## config.mk

```make
export PLATFORM = sky130hd
export DESIGN_NAME = gwp_ram
export DESIGN_NICKNAME = d
export VERILOG_FILES = /design/src/rtl/gwp_ram.sv
export SDC_FILE = /design/constraint.sdc
export NUM_CORES = 1
export LEC_CHECK = 0
export BUFFER_PORTS_ARGS = -buffer_cell sky130_fd_sc_hd__buf_2
export CAP_MARGIN = 5
export CELL_PAD_IN_SITES_DETAIL_PLACEMENT = 0
export CELL_PAD_IN_SITES_GLOBAL_PLACEMENT = 2
export CORE_MARGIN = 5
export CORE_UTILIZATION = 45
export CTS_BUF_LIST = sky130_fd_sc_hd__clkbuf_4
export CTS_CLUSTER_SIZE = 16
export DETAILED_ROUTE_END_ITERATION = 12
export PLACE_DENSITY = 0.76
export RECOVER_POWER = 25
export SLEW_MARGIN = 30
export SYNTH_ARGS = -nofsm -noshare
export SYNTH_HDL_FRONTEND = slang
export SYNTH_SLANG_ARGS = --single-unit
```

## constraint.sdc

```tcl
create_clock -name clk -period 5.8 [get_ports clk]
set_input_delay 1.16 -clock clk [delete_from_list [all_inputs] [get_ports clk]]
set_output_delay 1.16 -clock clk [all_outputs]
set_load 0.05 [all_outputs]
```

## src/rtl/gwp_ram.sv

```systemverilog
// Generic single-port-write, one-read RAM with registered read.
// No dependencies.
module gwp_ram #(
  parameter int unsigned WIDTH = 8,
  parameter int unsigned DEPTH = 16
) (
  input  logic                     clk,
  input  logic                     we,
  input  logic [$clog2(DEPTH)-1:0] waddr,
  input  logic [WIDTH-1:0]         wdata,
  input  logic [$clog2(DEPTH)-1:0] raddr,
  output logic [WIDTH-1:0]         rdata
);
  logic [WIDTH-1:0] mem [DEPTH];

  always_ff @(posedge clk) begin
    if (we) begin
      mem[waddr] <= wdata;
    end
    rdata <= mem[raddr];
  end
endmodule

```

=== After elaboration in Yosys (flattened, before gate mapping) ===
Memory sizes are Yosys's and may differ from the RTL's. A register that Yosys moved wholly into a read port is not among the register bits.
Cells that the tools add are included.

* Bits in writable memories: 128
* Register bits: 0
* Memories kept: 1
* Word-level logic and storage cells: 3
* Latch bits: 0
* ROM bits: 0
* Output and inout bits: 8

* Mux-type cells: 2
* Multiply operators: 0
* Equal/unequal tests: 0
* Reductions and logical operators: 0
* $add $sub $neg: 0
* Div/mod/pow operators: 0
* Bitwise operators: 0
* Order comparisons: 0
* Shift-type cells: 0

{| class="wikitable"
|+ Memories
! memory !! depth !! width !! read ports !! clocked after memory_dff !! wr ports !! RTL line !! text
|-
| mem || 16 || 8 || 1 || 1 || 1 || 14 || <nowiki>logic [WIDTH-1:0] mem [DEPTH];</nowiki>
|}

{| class="wikitable"
|+ Operators with widths
! kind !! number
|-
| 1-bit 2-to-1 mux || 2
|}

=== Longest topological paths before layout ===
* Depth in word-level cells: 2
* Depth in mapped cells: 5
* Mapped depth without buffers: 3

=== Least setup slack after synthesis ===
No wires, ideal clock.

* Path kind: input port to flip-flop
* From: in waddr[2]
* To: mem mem[0][0] (enable)
* Stages: 2
* Arrival: 2270 ps
* Path slack: 3147 ps
* Data required time: 5417 ps
* Buffers on the path: 0
* Cells stage by stage: or3b_2 -> nor3_1

{| class="wikitable"
|+ RTL lines
! item !! RTL line !! text
|-
| from (decl) || 9 || <nowiki>input logic [$clog2(DEPTH)-1:0] waddr,</nowiki>
|-
| to (decl) || 14 ||
|}

No word-level cell before the write port.

=== Worst setup path in the final report ===
* From: reg rdata[4] (read register of mem)
* To: out rdata[4]

{| class="wikitable"
|+ RTL lines
! item !! RTL line !! text
|-
| from (decl) || 12 || <nowiki>output logic [WIDTH-1:0] rdata</nowiki>
|}

No word-level cell between the ends.

==> results.yml <==
synth:
  synth_top_area_share_pct: 74.7
  synth_edf_count: 128
  yosys-top-cells-area: "edfxtp_1, mux4_2, mux4_1"
  yosysWarnings: 0
  ys_seq_area_share_pct: 77.8
  synth_most_common_cell: "edfxtp_1"
  ys_ff_latch: 136
  syn_inst: 229
  ys.flop_type: "edfxtp_1"
  yosysTopAreaCell: "edfxtp_1"
  async_flop_share_pct: 0
  yosysUniqueCellTypes: 19
  syn_nets: 247
  synth_common_cells: "edfxtp_1, mux4_2, a22oi_1, mux4_1, nor2_1"
  avgSynthCellArea_um2: 22.5
  netlist_area_um2: 5150
sta:
  final-setup-viol-count: 0
  relSlewSlack_pct: 38.4
  finalClockSkew_ns: 0.00870
  fin_crit_ns: 2.32
  tns_ns: 0
  rsz0062_at_grt: "false"
  fmax_mhz: 430
  drv_slew: 0
  post-route-period-util_pct: 40.1
  worst_pin_slew_ns: 0.920
  finalHoldViolations: 0
finish:
  synthToLayoutAreaGrowth_pct: 9.21
  fin_nets: 284
  stdcell_count: 423
  drive_gt1_share_pct: 27.6
worst_setup_path:
  max_stage_delay_ns: 0.38
  cp-end-kind: "output port"
  crit_required_ns: 4.64
  crit_fanout: 1
  path_cells: "buf_2"
  worst-path-buf-inv: 1
  path_class: "reg -> out"
  startpoint_type: "flip-flop"
  crit_arrival_ns: 1.16
  cp_top_family: "flip-flops"
  crit_slowest_cell: "dfxtp_1"
clock_network:
  clock_latency_ns: 0.51
  cts_max_level: 4
  cts_root_buf: "clkbuf_4"
  clk_pin_slew_ns: 0.10
  cts_max_path_buffers: 2
  postCtsHoldBufs: 0
  cts_buffers: 17
  cts_resized: 0
  cts_sinks: 136
  post_cts_buffers: 0
  cts_tree: "done"
floorplan:
  std_cell_rows: 39
  die_x_um: 117
  core-area_um2: 11300
  io_pins: 26
  fp.dieArea_um2: 13700
  die_h_um: 117
  start_util_pct: 45.5
routing:
  wl_per_cell_um: 22.8
  viasPerCell: 5.56
  drt_iter0_drc: 190
  dr.pass1.iters: 4
  ant_nets: 0
  drc: 0
  vias: 2351
  routed_wl_um: 9650
power_and_ir_drop:
  ir_worst_vdd_uv: 103
  intPower_w: 0.00133
  swShare_pct: 22.5
  power.density_nw_per_um2: 305
  finalPower_w: 0.00172
  power_frac_seq_pct: 64.2
  switchingPower_w: 0.000386
  pwr-share-comb_pct: 6.8
  p_leak_nw: 1.83
  pwr-share-clk_pct: 28.9
grt:
  grt_overflow: 0
  met3_usage_pct: 4.73
  antenna_found_initial: 1
  met2_usage_pct: 23.7
  grtUsageMet1_pct: 22.9
  grt_pass1_vias: 2466
  grt_usage_pct: 16.1
  grt_pass1_wl_um: 15100
  grt_start_max_net_pins: 33
  top_usage_layer: "met2"
place:
  dpl.cell_count: 390
  gp_congestion: 0.731
  portBuffers: 25
  dpl.hpwl_um: 5970
job:
  drv_cap: 0
min_path:
  hold_path_class: "reg -> reg"
run_status:
  outcome: "completed"
## layout by cell type, fill, tap and decap left out, drive strengths merged, types with 2 or more instances in the layout
| cell type | n |
|---|---|
| nand2 | 9 |
| nor3 | 4 |
| a22oi | 16 |
| edfxtp | 128 |
| clkbuf | 30 |
| nor2 | 13 |
| nand2b | 2 |
| buf | 22 |
| mux4 | 32 |
| nand3b | 2 |
| dfxtp | 8 |
| clkinv | 8 |
## worst register-to-register path: stages, from the launching register on
cell and delay [ns]:
edfxtp_1 0.37, mux4_1 0.53, a22oi_1 0.28, nand2_1 0.10
## sequential cells by signal (all words and copies together) (netlist names)
| name | flops |
|---|---|
| rdata | 8 |
| mem | 128 |
## final cells by class
type | instances | area [um2]
diodes | 1 | 2.50
clock buffers | 24 | 180
clock inverters | 8 | 36.3
fillers | 941 | 5700
multi-input cells | 83 | 1080
flip-flops and latches | 136 | 4000
well taps | 143 | 179
repair buffers | 28 | 143
## power groups by stage
stage | Combinational, W | Sequential (W) | Clock (W)
5_1_grt | 0.000128 | 0.00111 | 0.000559
3_3_place_gp | 0.000118 | 0.00113 | 0
6_report | 0.000117 | 0.00110 | 0.000497
3_5_place_dp | 0.000120 | 0.00113 | 0
4_1_cts | 0.000120 | 0.00110 | 0.000510
2_1_floorplan | 0.0000558 | 0.00115 | 0
## metal layers
metal	vias up	part of all wire [%]
li1	1052	-
met1	1207	44
met2	83	48
met3	9	7.6
met4	0	1.2
met5	-	0
## cells by family (layout without fill, tap and decap cells)
group                  after synthesis  in the layout  synth area share (%)
AND/OR/NAND/NOR                     35             35                  3.18
other                                0              1                     0
flip-flops                         136            136                  77.8
multiplexers                        32             32                  15.0
buffers and inverters               10             60                  1.68
AO/OA/AOI/OAI                       16             16                  2.33
## stage by stage
| stage | area, um2 | util [%] | worst slack, ns | hold WS [ns] |
|---|---|---|---|---|
| after floorplan | 5150 | - | 3.15 | 0.629 |
| after global placement | 5390 | 47.6 | 2.53 | 0.653 |
| after detailed placement | 5410 | 47.8 | 2.95 | 0.660 |
| after CTS | 5620 | 49.7 | 3.40 | 0.682 |
| after global routing | 5620 | 49.7 | 3.37 | 0.706 |
| final | 5620 | 49.7 | 3.48 | 0.681 |
## path summary, 6_finish.rpt
path         slack, ns  depth (start not counted)          endpoint                 start
max reg2reg       4.41                          3  rdata[1]$_DFF_P_   mem[1][1]$_DFFE_PP_
min               0.68                          3  rdata[3]$_DFF_P_  mem[11][3]$_DFFE_PP_
min reg2reg       0.68                          3  rdata[3]$_DFF_P_  mem[11][3]$_DFFE_PP_
max               3.48                          1          rdata[4]      rdata[4]$_DFF_P_
No activity file was read; power rests on OpenSTA's default activity.
